===== config.mk =====
export PLATFORM = sky130hd
export DESIGN_NAME = led_matrix_scan_7seg
export DESIGN_NICKNAME = d
export VERILOG_FILES = /design/src/rtl/lms7_pkg.sv /design/src/rtl/lms7_core.sv /design/src/rtl/led_matrix_scan_7seg.sv
export SDC_FILE = /design/constraint.sdc
export NUM_CORES = 1
export LEC_CHECK = 0
export ABC_AREA = 1
export BUFFER_PORTS_ARGS = -buffer_cell sky130_fd_sc_hd__clkbuf_2
export CORE_MARGIN = 2
export CORE_UTILIZATION = 33
export DETAILED_ROUTE_END_ITERATION = 12
export RECOVER_POWER = 100
export SLEW_MARGIN = 10
export SYNTH_ARGS = -nofsm -noshare
export SYNTH_HDL_FRONTEND = slang
export SYNTH_HIERARCHICAL = 1
export SYNTH_SLANG_ARGS = --single-unit

===== constraint.sdc =====
create_clock -name clk_i -period 5.85 [get_ports clk_i]
set_input_delay 1.17 -clock clk_i [delete_from_list [all_inputs] [get_ports clk_i]]
set_output_delay 1.17 -clock clk_i [all_outputs]
set_load 0.03 [all_outputs]

===== src/rtl/lms7_pkg.sv =====
`timescale 1ns / 1ps
// ============================================================================
// lms7_pkg
// Shared types, constants and the segment decoder for the scan driver.
// ============================================================================
package lms7_pkg;

  // Row store geometry and output widths
  localparam int unsigned NumRowsDefault = 5;
  localparam int unsigned SegW           = 8;
  localparam int unsigned DriveW         = 5;
  localparam int unsigned SelW           = 3;

  localparam logic [SegW-1:0] DotMask   = 8'h01;
  localparam logic [SegW-1:0] ColReset  = 8'h01;
  localparam logic [SegW-1:0] SegBlank  = 8'h00;

  // Operation selector
  typedef enum logic [2:0] {
    FUNC_TICK    = 3'd0,
    FUNC_DIGIT   = 3'd1,
    FUNC_DOT_ON  = 3'd2,
    FUNC_DOT_OFF = 3'd3,
    FUNC_CLEAR   = 3'd4,
    FUNC_DEC2    = 3'd5
  } func_e;

  typedef struct packed {
    logic [2:0] func;
    logic [2:0] row_sel;
    logic [2:0] second_row;
    logic [7:0] value;
  } in_item_t;

  typedef struct packed {
    logic [DriveW-1:0] row_drive;
    logic [SegW-1:0]   column_drive;
  } out_item_t;

  // Seven-segment pattern for hex digits, dot and minus; blank past the end
  function automatic logic [SegW-1:0] seg_lookup(input logic [7:0] idx);
    logic [SegW-1:0] pat;
    case (idx)
      8'd0:    pat = 8'hFC;
      8'd1:    pat = 8'h60;
      8'd2:    pat = 8'hDA;
      8'd3:    pat = 8'hF2;
      8'd4:    pat = 8'h66;
      8'd5:    pat = 8'hB6;
      8'd6:    pat = 8'hBE;
      8'd7:    pat = 8'hE0;
      8'd8:    pat = 8'hFE;
      8'd9:    pat = 8'hF6;
      8'd10:   pat = 8'hEE;
      8'd11:   pat = 8'h3E;
      8'd12:   pat = 8'h9C;
      8'd13:   pat = 8'h7A;
      8'd14:   pat = 8'h9E;
      8'd15:   pat = 8'h8E;
      8'd16:   pat = 8'h01;
      8'd17:   pat = 8'h02;
      default: pat = SegBlank;
    endcase
    return pat;
  endfunction

endpackage


===== src/rtl/lms7_core.sv =====
`timescale 1ns / 1ps
// ============================================================================
// lms7_core
// Segment row store and column pointer; applies one operation per transfer
// and forms the row/column drive for a refresh tick.
// ============================================================================
module lms7_core import lms7_pkg::*; #(
  parameter int unsigned NUM_ROWS = NumRowsDefault
) (
  input  logic      clk_i,
  input  logic      rst_ni,
  input  logic      exec_i,
  input  in_item_t  item_i,
  output out_item_t result_o
);

  logic [SegW-1:0] rows_q [NUM_ROWS];
  logic [SegW-1:0] rows_d [NUM_ROWS];
  logic [SegW-1:0] col_q, col_d;

  logic [7:0]  prod;
  logic [16:0] prod_full;
  logic [7:0]  tens;
  logic [7:0]  units;
  logic [SegW-1:0] digit_pat, tens_pat, units_pat;
  func_e       func;

  assign func = func_e'(item_i.func);

  // Split value into decimal digits: tens = value * 205 >> 11
  assign prod_full = {9'd0, item_i.value} * 17'd205;
  assign tens      = {3'd0, prod_full[15:11]};
  assign prod      = 8'(tens * 8'd10);
  assign units     = item_i.value - prod;

  assign digit_pat = seg_lookup(item_i.value);
  assign tens_pat  = seg_lookup(tens);
  assign units_pat = seg_lookup(units);

  // Next row contents
  always_comb begin
    for (int r = 0; r < NUM_ROWS; r++) begin
      rows_d[r] = rows_q[r];
      if (exec_i && item_i.row_sel == SelW'(r)) begin
        case (func)
          FUNC_DIGIT:   rows_d[r] = digit_pat;
          FUNC_DOT_ON:  rows_d[r] = rows_q[r] | DotMask;
          FUNC_DOT_OFF: rows_d[r] = rows_q[r] & ~DotMask;
          FUNC_CLEAR:   rows_d[r] = SegBlank;
          FUNC_DEC2:    rows_d[r] = tens_pat;
          default:      rows_d[r] = rows_q[r];
        endcase
      end else if (exec_i && func == FUNC_DEC2 && item_i.second_row == SelW'(r)) begin
        rows_d[r] = units_pat;
      end
    end
  end

  // Rotate the column on a refresh tick
  always_comb begin
    col_d = col_q;
    if (exec_i && func == FUNC_TICK) begin
      col_d = {col_q[SegW-2:0], col_q[SegW-1]};
    end
  end

  // Hold rows and column
  always_ff @(posedge clk_i or negedge rst_ni) begin
    if (!rst_ni) begin
      col_q <= ColReset;
      for (int r = 0; r < NUM_ROWS; r++) begin
        rows_q[r] <= SegBlank;
      end
    end else begin
      col_q <= col_d;
      for (int r = 0; r < NUM_ROWS; r++) begin
        rows_q[r] <= rows_d[r];
      end
    end
  end

  // Active-low drive: a row pulls low when its bit for the column is lit
  for (genvar b = 0; b < DriveW; b++) begin : g_drive
    if (b < NUM_ROWS) begin : g_row
      assign result_o.row_drive[b] = ~|(rows_q[b] & col_q);
    end else begin : g_off
      assign result_o.row_drive[b] = 1'b1;
    end
  end
  assign result_o.column_drive = col_q;

`ifndef SYNTHESIS
  a_col_onehot: assert property (@(posedge clk_i) disable iff (!rst_ni)
    $onehot(col_q))
    else $error("column pointer lost one-hot form");

  a_col_rotates: assert property (@(posedge clk_i) disable iff (!rst_ni)
    (exec_i && func == FUNC_TICK) |=> (col_q == {$past(col_q[SegW-2:0]), $past(col_q[SegW-1])}))
    else $error("column did not advance after refresh tick");

  a_col_holds: assert property (@(posedge clk_i) disable iff (!rst_ni)
    !(exec_i && func == FUNC_TICK) |=> $stable(col_q))
    else $error("column moved without a refresh tick");
`endif

endmodule


===== src/rtl/led_matrix_scan_7seg.sv =====
`timescale 1ns / 1ps
// ============================================================================
// led_matrix_scan_7seg
// Multiplexed seven-segment / LED matrix scan driver with registered
// input and result stages.
// ============================================================================
// Usage: every transfer on the input channel carries one operation. A
// refresh tick returns one result (active-low row pattern and one-hot
// column) and steps the column from bit 0 to bit 7 and around; the other
// operations load, dot, clear or decimal-split into the segment rows and
// return nothing. An item waits in the input register and is applied at the
// edge that ends its stay there; a refresh result is captured at that edge
// into an output register and waits there until taken. One item is
// taken every cycle; a refresh tick holds in the input register only
// while a previous result is held and not taken in the same cycle.
module led_matrix_scan_7seg import lms7_pkg::*; #(
  parameter int unsigned NUM_ROWS = NumRowsDefault
) (
  input  logic      clk_i,
  input  logic      rst_ni,
  input  logic      in_valid_i,
  output logic      in_ready_o,
  input  in_item_t  in_item_i,
  output logic      out_valid_o,
  input  logic      out_ready_i,
  output out_item_t out_item_o
);

  logic      in_valid_q;
  in_item_t  in_item_q;
  logic      out_valid_q;
  out_item_t out_item_q;
  out_item_t result;
  logic      is_tick;
  logic      out_free;
  logic      exec;

  assign is_tick  = (func_e'(in_item_q.func) == FUNC_TICK);
  assign out_free = !out_valid_q || out_ready_i;
  assign exec     = in_valid_q && (!is_tick || out_free);
  assign in_ready_o = !in_valid_q || exec;

  // Hold the accepted item until it executes
  always_ff @(posedge clk_i or negedge rst_ni) begin
    if (!rst_ni) begin
      in_valid_q <= 1'b0;
    end else if (in_ready_o) begin
      in_valid_q <= in_valid_i;
    end
  end

  always_ff @(posedge clk_i) begin
    if (in_ready_o && in_valid_i) begin
      in_item_q <= in_item_i;
    end
  end

  lms7_core #(
    .NUM_ROWS(NUM_ROWS)
  ) u_core (
    .clk_i   (clk_i),
    .rst_ni  (rst_ni),
    .exec_i  (exec),
    .item_i  (in_item_q),
    .result_o(result)
  );

  // Capture the refresh result; drop it after transfer
  always_ff @(posedge clk_i or negedge rst_ni) begin
    if (!rst_ni) begin
      out_valid_q <= 1'b0;
    end else if (exec && is_tick) begin
      out_valid_q <= 1'b1;
    end else if (out_ready_i) begin
      out_valid_q <= 1'b0;
    end
  end

  always_ff @(posedge clk_i) begin
    if (exec && is_tick) begin
      out_item_q <= result;
    end
  end

  assign out_valid_o = out_valid_q;
  assign out_item_o  = out_item_q;

`ifndef SYNTHESIS
  a_no_overwrite: assert property (@(posedge clk_i) disable iff (!rst_ni)
    (exec && is_tick) |-> out_free)
    else $error("refresh result overwrote an untaken result");

  a_stall_has_item: assert property (@(posedge clk_i) disable iff (!rst_ni)
    !in_ready_o |-> (in_valid_q && is_tick && out_valid_q && !out_ready_i))
    else $error("input stalled without a blocked refresh tick");

  a_out_onehot: assert property (@(posedge clk_i) disable iff (!rst_ni)
    out_valid_q |-> $onehot(out_item_q.column_drive))
    else $error("result column is not one-hot");
`endif

endmodule


==> results of run 1 <==
==> stage by stage <==
stage | cell area (um^2) | util (%) | power [mW] | setup slack (ps) | TNS [ps]
2_1_floorplan | 6616 | - | 3.087 | 11.60 | 0
3_3_place_gp | 7308 | 37.55 | 3.697 | -45.99 | -284.7
3_5_place_dp | 7308 | 37.55 | 3.717 | -112.8 | -2459
4_1_cts | 7789 | 40.02 | 4.674 | 0.2580 | 0
5_1_grt | 8195 | 42.11 | 5.576 | -171.8 | -4770
6_report | 8195 | 42.11 | 5.115 | 58.05 | 0
==> cell families (layout without fill, tap and decap cells) <==
logic type      count (synthesis)  in the layout  synth area share [%]
simple gates                  472            474                 33.74
buf+inv                       117            195                 6.905
compound gates                 88             88                 7.782
fa+ha+maj                      84             84                 17.28
flops                          80             80                 32.82
xor+xnor                       11             11                 1.469
==> worst register-to-register path, stage by stage, from the launching register on <==
cell and delay, ps:
edfxtp_1 480, ha_4 270, xor2_2 170, ha_1 310, fa_1 520, inv_2 40, fa_1 490, inv_2 50
ha_4 280, nand4_1 180, buf_4 200, inv_2 40, nand2_2 40, nand2_2 90, xor2_2 100, ha_2 200
ha_4 170, fa_2 560, inv_2 50, ha_4 250, a21oi_1 190, nand3_2 140, xor2_4 200, nor2_4 210
nand3b_4 160, a21oi_2 140, nand2_1 110, nand2_1 80
==> flip-flops by register name, summed over array words and instances, names as in the netlist <==
signal,flops
in_item_q,17
out_valid_o,1
u_core/col_q,8
in_valid_q,1
out_item_o,13
u_core/rows_q,40
==> layer usage <==
metal | wire length [um] | vias up | share of wire, %
met2 | 7885 | 186 | 45
li1 | - | 2955 | -
met4 | 286 | 0 | 1.6
met1 | 8214 | 2692 | 47
met5 | 0 | - | 0
met3 | 1040 | 29 | 6.0
==> area by class of cell <==
cell class,instances,area [um^2]
Tap cell,265,331.6
Clock inverter,7,108.9
Multi-Input combinational cell,657,4532
Clock buffer,9,225.2
Sequential cell,80,2153
Inverter,106,400.4
Timing Repair Buffer,73,444.2
Fill cell,1920,11270
==> Yosys cell counts, drive strengths merged (4+ instances only) <==
library cell  instances  area share (%)
nand2               290              18
inv                 103             5.9
nand3                98             8.5
ha                   73              14
nor2                 52             3.7
dfrtp                49              19
a21oi                43             3.4
edfxtp               30              14
o21ai                25             2.0
nand4                19             2.2
fa                   11             3.4
buf                   9            0.72
xor2                  8             1.1
nor3                  5            0.71
a31oi                 4            0.38
==> repair_timing <==
item / in CTS / in global routing
setup buffers: 2 / 4
pin swaps: 14 / 62
setup endpoints to repair: 40 / 40
resized for setup: 17 / 86
cloned: 2 / 0
==> power by group <==
part	switching (mW)	internal (mW)	total [mW]
Combinational	2.28	1.36	3.64
Sequential	0.114	0.725	0.839
Clock	0.255	0.384	0.639
Total	2.65	2.47	5.11
==> placed cells by master, fill, tap and decap left out, types with 3 or more instances in the layout <==
cell type / synthesis / routed
nand4_4: 1 / 3
a21oi_2: 2 / 19
o21ai_0: 20 / 20
clkbuf_1: 2 / 17
o21ai_1: 4 / 4
nand3_4: 0 / 6
a21o_1: 3 / 3
ha_1: 73 / 54
edfxtp_1: 30 / 30
nor3_1: 2 / 3
ha_4: 0 / 16
a21oi_1: 41 / 23
nor2_2: 3 / 5
xor2_1: 8 / 4
inv_2: 5 / 13
nand4_1: 16 / 16
buf_4: 1 / 35
nand3_1: 85 / 69
nand2_2: 18 / 33
clkbuf_16: 0 / 9
nand2_4: 3 / 6
fa_1: 11 / 10
xor2_2: 0 / 3
nand2_1: 269 / 251
clkbuf_2: 0 / 19
inv_1: 98 / 89
dfrtp_1: 49 / 49
nand3_2: 13 / 23
clkinv_1: 3 / 3
a31oi_1: 4 / 4
nor2_4: 3 / 5
nor2_1: 45 / 42
ha_2: 0 / 3
==> worst max path at each step <==
stage          depth (start not counted)                    from                            end  slack (ps)
3_3_place_gp                          30  in_item_q[1]$_DFFE_PP_  u_core/rows_q[19]$_DFFE_PN0P_         -50
4_1_cts                               33  in_item_q[1]$_DFFE_PP_  u_core/rows_q[26]$_DFFE_PN0P_         0.3
3_5_place_dp                          28  in_item_q[1]$_DFFE_PP_  u_core/rows_q[19]$_DFFE_PN0P_        -110
5_1_grt                               33  in_item_q[1]$_DFFE_PP_   u_core/rows_q[1]$_DFFE_PN0P_        -170
6_report                              27  in_item_q[1]$_DFFE_PP_  u_core/rows_q[25]$_DFFE_PN0P_          60
2_1_floorplan                         34  in_item_q[2]$_DFFE_PP_   u_core/rows_q[0]$_DFFE_PN0P_          10
==> metrics.csv, run 1 <==
metric,value,unit
Leakage Power,4.014,nW
GR Util met1,23.16,%
"Hold-fix buffers, CTS",0,
first-pass GRT wire length,27700,um
I/O pins,36,
# setup viols final,0,
antenna-violating nets left,0,
# nets final,1032,
final critical-path required period,5792,ps
WL final,17430,um
Critical Path AT,6070,ps
hold slack,473.7,ps
fin. max-slew vios,65,
syn avg cell area,7.700,um^2
worst r2r src,in_item_q[1]$_DFFE_PP_,
grt met3 use,3.176,%
wire per inst,14.56,um
met2 Usage GRT,25.71,%
starting density of the core,33.71,%
overall routing resource usage,16.28,%
reg2reg path depth,27,
Core ar.,19460,um^2
"CTS clk-pin slew, worst paths",70,ps
hold path startpoint,u_core/rows_q[1]$_DFFE_PN0P_,
Yosys warning total,6,
Hold Crit Depth,2,
final worst path period share,99.01,%
Syn Nets,957,
DP HPWL,13020,um
clk sinks,80,
kind of cell adding the most delay to the critical path,adder cells,
Slew HR,-79.22,%
Worst Hold Class,reg2reg,
ys flop type,dfrtp_1,
R2R setup slack,60,ps
Power Density,624.1,nW/um^2
RSZ-0062 raised after global routing,true,
Seq cells post-synth,80,
standard-cell rows,51,
Critical Path Fanout Max,5,
Routability Congestion,0.8865,
mean number of vias per cell,4.897,
Critical Path RT,6130,ps
crit path buf inv count,5,
startpoint types,register,
die width,145.0,um
die area,21020,um^2
worst-margin pin slew,2688,ps
Async SR Flop Fraction,62.50,%
Non-Filler Instances,1197,
gr ovfl total,0,
Post-synth EDFFs,30,
layout cells sized above 1,23.71,%
Clock Path Buffers,2,
antenna violations before repair,0,
Die Span Y,145.0,um
largest net degree at the start of global routing,51,
area grow syn2layout,24.93,%
failing checks,"capacitance limit, slew limit",
RR Endpoint,u_core/rows_q[25]$_DFFE_PN0P_,
status,"finished, violations left",
hold path endpoint,u_core/rows_q[1]$_DFFE_PN0P_,
maxcap violations,2,
Detailed Routing Iterations Pass 1,6,
Syn Inst Count,852,
CTS tree,built,
via total after detailed routing,5862,
Hold Fails Final Rpt,0,
Clock Skew,9.951,ps
Cell variety after synth,51,
Synth Cell Area,6560,um^2
Skew-Pair Late Insertion Delay,350,ps
sequential area share after synthesis,32.82,%
slowest CP cell,fa_2,
H-tree levels,3,
root buf cell,clkbuf_16,
f_max,172.7,MHz
Inserted Clock Buffers,9,
Port Buffers,35,
VDD IR max,0.0003624,V
diode count,0,
most used routing layer,met2,
placed cells,1173,
Crit Path Class,reg2reg,
DRT iter0 DRCs,453,
vias in the first global route,5446,
Critical Path Max Stage Delay,560,ps
DRC,0,
CP Capture Type,register,
(Power assumes the default switching activity.)
==> inputs of run 2 (changes only) <==
CELL_PAD_IN_SITES_DETAIL_PLACEMENT = 2   (was unset)
CELL_PAD_IN_SITES_GLOBAL_PLACEMENT = 2   (was unset)
PLACE_DENSITY_LB_ADDON = 0.1   (was unset)
==> run 2 against run 1 <==
Effect of this change:
- the flow finishes with violations (capacitance limit, slew limit, setup timing)
- routed wire length rose by 43%
- non-clock buffer count rose by 22
- flip-flop and latch count did not move
- sequential share of layout area fell by 0.49 points
- critical path depth rose by 3
- maximum frequency fell by 2.9%
- clock-buffer cell count did not move
- final cell count rose by 1.8%
- register-to-register slack got worse by 180 ps
- critical path type unchanged
- largest power group unchanged
==> metrics.csv, run 2 (synthesis results as in run 1) <==
metric,value,unit
Detailed Routing Iterations Pass 1,4,
Critical Path AT,6250,ps
worst-margin pin slew,2945,ps
clk sinks,80,
Top reg by flops,u_core/rows_q,
placed cells,1182,
final critical-path required period,5967,ps
Hold Crit Depth,2,
Worst Setup Slack post-DPL,-386.9,ps
reg2reg path depth,30,
Leakage Power,4.120,nW
Inserted Clock Buffers,9,
"CTS clk-pin slew, worst paths",70,ps
VDD IR max,0.0004668,V
# nets final,1054,
DRT iter0 DRCs,293,
Clock Skew,8.084,ps
Non-Filler Instances,1219,
R2R setup slack,-120,ps
combinational share of power,73.5,%
"most common cell after layout, fill and taps aside",nand2_1,
I/O pins,36,
routed wl met2,12280,um
uppermost routed layer,met4,
RR Endpoint,u_core/rows_q[39]$_DFFE_PN0P_,
largest net degree at the start of global routing,51,
slowest CP cell,fa_2,
Slew HR,-96.34,%
startpoint types,register,
most frequent cells in the layout,"245 x nand2_1, 91 x inv_1, 67 x nand3_1, 58 x buf_4, 57 x ha_1",
P_sw,2.959,mW
Met3 Routed Length,791,um
first-pass GRT wire length,38750,um
WL met1,11490,um
hold slack,485.5,ps
slack of the critical path,-117.1,ps
cell internal pwr,2.578,mW
antenna violations before repair,0,
vias in the first global route,7023,
hold path endpoint,u_core/rows_q[30]$_DFFE_PN0P_,
gr ovfl total,0,
Power Density,663.0,nW/um^2
Routability Congestion,0.8631,
final worst path period share,102.0,%
Clock Power Share,11.2,%
standard-cell rows,51,
root buf cell,clkbuf_16,
hold path startpoint,u_core/rows_q[30]$_DFFE_PN0P_,
via total after detailed routing,6262,
Critical Path Fanout Max,5,
Skew-Pair Late Insertion Delay,350,ps
CTS tree,built,
Die Span Y,145.0,um
wire per inst,20.37,um
Total Power,5.537,mW
die width,145.0,um
"Hold-fix buffers, CTS",0,
Critical Path RT,6140,ps
diode count,0,
layout cells sized above 1,25.26,%
Clock Path Buffers,2,
# setup viols final,38,
worst r2r src,in_item_q[1]$_DFFE_PP_,
Crit Path Class,reg2reg,
Port Buffers,35,
DRC,0,
overall routing resource usage,23.59,%
WL final,24840,um
Critical Path Max Stage Delay,580,ps
failing checks,"capacitance limit, slew limit, setup timing",
DP HPWL,18840,um
Core ar.,19460,um^2
Hold Fails Final Rpt,0,
antenna-violating nets left,0,
status,"finished, violations left",
RSZ-0062 raised after global routing,true,
Switching Share,53.44,%
CP Capture Type,register,
H-tree levels,3,
fin. max-slew vios,65,
max reg flops,40,
Worst Hold Class,reg2reg,
maxcap violations,2,
starting density of the core,33.71,%
area grow syn2layout,27.29,%
power share of the sequential group,15.3,%
die area,21020,um^2
f_max,167.6,MHz
mean number of vias per cell,5.137,
run 2: critical path: cells and delay by family, from the launching register on:
| family | cells | cell delay, ps |
|---|---|---|
| fa+ha+maj | 9 | 3060 |
| compound gates | 1 | 200 |
| simple gates | 16 | 1790 |
| buf+inv | 3 | 150 |
| flops | 1 | 510 |
| xor+xnor | 1 | 170 |
run 2: worst max-delay path by stage:
stage | start | end
4_1_cts | in_item_q[1]$_DFFE_PP_ | u_core/rows_q[17]$_DFFE_PN0P_
2_1_floorplan | in_item_q[2]$_DFFE_PP_ | u_core/rows_q[0]$_DFFE_PN0P_
5_1_grt | in_item_q[1]$_DFFE_PP_ | u_core/rows_q[39]$_DFFE_PN0P_
6_report | in_item_q[1]$_DFFE_PP_ | u_core/rows_q[39]$_DFFE_PN0P_
3_5_place_dp | in_item_q[1]$_DFFE_PP_ | u_core/rows_q[3]$_DFFE_PN0P_
3_3_place_gp | in_item_q[1]$_DFFE_PP_ | u_core/rows_q[3]$_DFFE_PN0P_
run 2: routing by layer:
layer / vias up / global-route usage [%]
met5: - / 0
met4: 0 / 4.851
met3: 16 / 3.616
met2: 89 / 40.90
met1: 3160 / 31.22
li1: 2997 / -
run 2: timing repair:
item / in CTS / in global routing
buffers inserted: 9 / 10
pin swaps: 34 / 34
setup endpoints to repair: 40 / 40
cloned: 1 / 1
resized for setup: 46 / 58
run 2: final cells by class:
type,instances,area [um^2]
timing repair buffer,95,605.6
inverter,106,397.9
clock buffer,9,225.2
clock inverter,7,93.84
multi-input combinational,657,4543
sequential,80,2153
tap,265,331.6
fill,2198,11110
run 2: metrics by stage:
stage / instance area, um^2 / util (%) / TNS (ps)
after CTS: 8050 / 41.36 / -41.66
after detailed placement: 7376 / 37.90 / -11370
final: 8351 / 42.91 / -2507
after global routing: 8351 / 42.91 / -12130
after floorplan: 6616 / - / 0
after global placement: 7376 / 37.90 / -2519
run 2: power groups by stage:
stage,registers [mW],logic (mW),clock network (mW)
floorplan,0.813,2.27,0
detailed placement,0.858,3.15,0
global placement,0.849,2.99,0
global route,0.863,4.46,0.653
CTS,0.847,3.59,0.636
finish,0.846,4.07,0.620
==> inputs of run 3 (changes only) <==
BUFFER_PORTS_ARGS = unset   (was -buffer_cell sky130_fd_sc_hd__clkbuf_2)
DONT_BUFFER_PORTS = 1   (was unset)
PLACE_DENSITY = 0.73   (was unset)
PLACE_DENSITY_LB_ADDON = unset   (was 0.1)
==> run 3 against run 2 <==
Effect of this change:
- the flow still finishes with violations (capacitance limit, slew limit, setup timing)
- register-to-register slack gained 20 ps
- total power increased by 0.26%
- global-route usage up 0.26 points
- first-iteration DRC count rose by 3.4%
- setup slack better by 17 ps
- non-clock buffer count decreased by 47
- worst hold slack worse by 2.4 ps
- cell area shrank 2.6%
- utilization down 1.1 points
- clock power fell by 12%
- via count fell by 1.6%
- die area stayed put
- largest cell class unchanged
==> metrics.csv, run 3 (synthesis results as in run 1) <==
metric,value,unit
wire per inst,21.00,um
DRC,0,
"CTS clk-pin slew, worst paths",70,ps
Routability Congestion,0.8864,
CTS tree,built,
most frequent cells in the layout,"246 x nand2_1, 89 x inv_1, 64 x nand3_1, 54 x ha_1, 49 x dfrtp_1",
Leakage Power,3.933,nW
worst-margin pin slew,1936,ps
RR Endpoint,u_core/rows_q[17]$_DFFE_PN0P_,
antenna violations before repair,0,
standard-cell rows,51,
Inserted Clock Buffers,9,
root buf cell,clkbuf_16,
starting density of the core,33.71,%
I/O pins,36,
die width,145.0,um
Clock Skew,7.720,ps
Top reg by flops,u_core/rows_q,
gr ovfl total,0,
CP Capture Type,register,
clk sinks,80,
"Hold-fix buffers, CTS",0,
Critical Path RT,6140,ps
dpl cell area,7171,um^2
reg2reg path depth,33,
RSZ-0062 raised after global routing,true,
via total after detailed routing,6164,
f_max,168.1,MHz
worst r2r src,in_item_q[1]$_DFFE_PP_,
Hold Fails Final Rpt,0,
Critical Path Fanout Max,5,
Clock Path Buffers,2,
Die Span Y,145.0,um
startpoint types,register,
area grow syn2layout,24.03,%
failing checks,"capacitance limit, slew limit, setup timing",
Final Cell Area,8137,um^2
Critical Path Max Stage Delay,560,ps
Skew-Pair Late Insertion Delay,360,ps
# nets final,1006,
Critical Path AT,6240,ps
Port Buffers,0,
Hold Crit Depth,2,
overall routing resource usage,23.85,%
Detailed Routing Iterations Pass 1,4,
H-tree levels,3,
final core occ,41.81,%
fin. max-slew vios,14,
final worst path period share,101.7,%
hold path startpoint,u_core/rows_q[37]$_DFFE_PN0P_,
diode count,0,
mean number of vias per cell,5.264,
status,"finished, violations left",
DP HPWL,19170,um
hold path endpoint,u_core/rows_q[37]$_DFFE_PN0P_,
max reg flops,40,
die area,21020,um^2
slack of the critical path,-100.5,ps
antenna-violating nets left,0,
DRT iter0 DRCs,303,
slowest CP cell,fa_2,
final critical-path required period,5951,ps
first-pass GRT wire length,39230,um
VDD IR max,0.0005265,V
vias in the first global route,7077,
hold slack,483.1,ps
WL final,24590,um
Worst Hold Class,reg2reg,
layout cells sized above 1,24.39,%
Crit Path Class,reg2reg,
"most common cell after layout, fill and taps aside",nand2_1,
Power Density,682.3,nW/um^2
maxcap violations,1,
Core ar.,19460,um^2
R2R setup slack,-100,ps
Worst Setup Slack post-DPL,-487.1,ps
# setup viols final,31,
Slew HR,-30.09,%
largest net degree at the start of global routing,51,
## run 3: worst max path at each step
stage                           startpoint                       endpoint  slack [ps]  cells past startpoint
finish              in_item_q[1]$_DFFE_PP_  u_core/rows_q[17]$_DFFE_PN0P_        -100                     33
global route        in_item_q[1]$_DFFE_PP_  u_core/rows_q[17]$_DFFE_PN0P_        -350                     30
CTS                 in_item_q[1]$_DFFE_PP_  u_core/rows_q[14]$_DFFE_PN0P_        -110                     32
detailed placement  in_item_q[1]$_DFFE_PP_  u_core/rows_q[27]$_DFFE_PN0P_        -490                     35
global placement    in_item_q[1]$_DFFE_PP_  u_core/rows_q[21]$_DFFE_PN0P_        -140                     31
floorplan           in_item_q[2]$_DFFE_PP_   u_core/rows_q[0]$_DFFE_PN0P_          10                     34
## run 3: metal layers
| layer | global-route usage [%] | wire, um |
|---|---|---|
| met1 | 26.70 | 10090 |
| met2 | 44.90 | 13180 |
| met3 | 4.497 | 639 |
| met4 | 8.366 | 676 |
| met5 | 0 | 0 |
## run 3: area by class of cell
| type | instances | area [um^2] |
|---|---|---|
| fillers | 2177 | 11330 |
| multi-input cells | 656 | 4584 |
| flip-flops and latches | 80 | 2153 |
| inverters | 106 | 397.9 |
| repair buffers | 48 | 389.1 |
| well taps | 265 | 331.6 |
| clock buffers | 9 | 225.2 |
| clock inverters | 7 | 55.05 |
## run 3: worst max-delay path, delay by kind of cell, from the launching register on
kind	cells	cell delay (ps)
xor+xnor	1	130
flops	1	510
fa+ha+maj	9	3170
simple gates	18	1680
buf+inv	4	190
compound gates	1	190
## run 3: repair_timing
action                                  4_1_cts  5_1_grt
buffers inserted                              6        5
gates cloned                                  1        0
pin swaps                                    39       48
endpoints found under the setup margin       40       40
resized for setup                            58       59
## run 3: metrics by stage
step	cells	power (mW)	setup TNS [ps]
final	1171	5.551	-1404
after global routing	1171	6.016	-10780
after CTS	1166	5.301	-1989
after detailed placement	1143	3.982	-15580
after global placement	1143	3.772	-2155
after floorplan	852	3.087	0
## run 3: where the power goes
group,switching (mW),internal [mW],leakage [nW],total [mW]
clock network,0.253,0.291,0.128,0.544
registers,0.129,0.725,0.943,0.854
logic,2.51,1.64,2.86,4.15
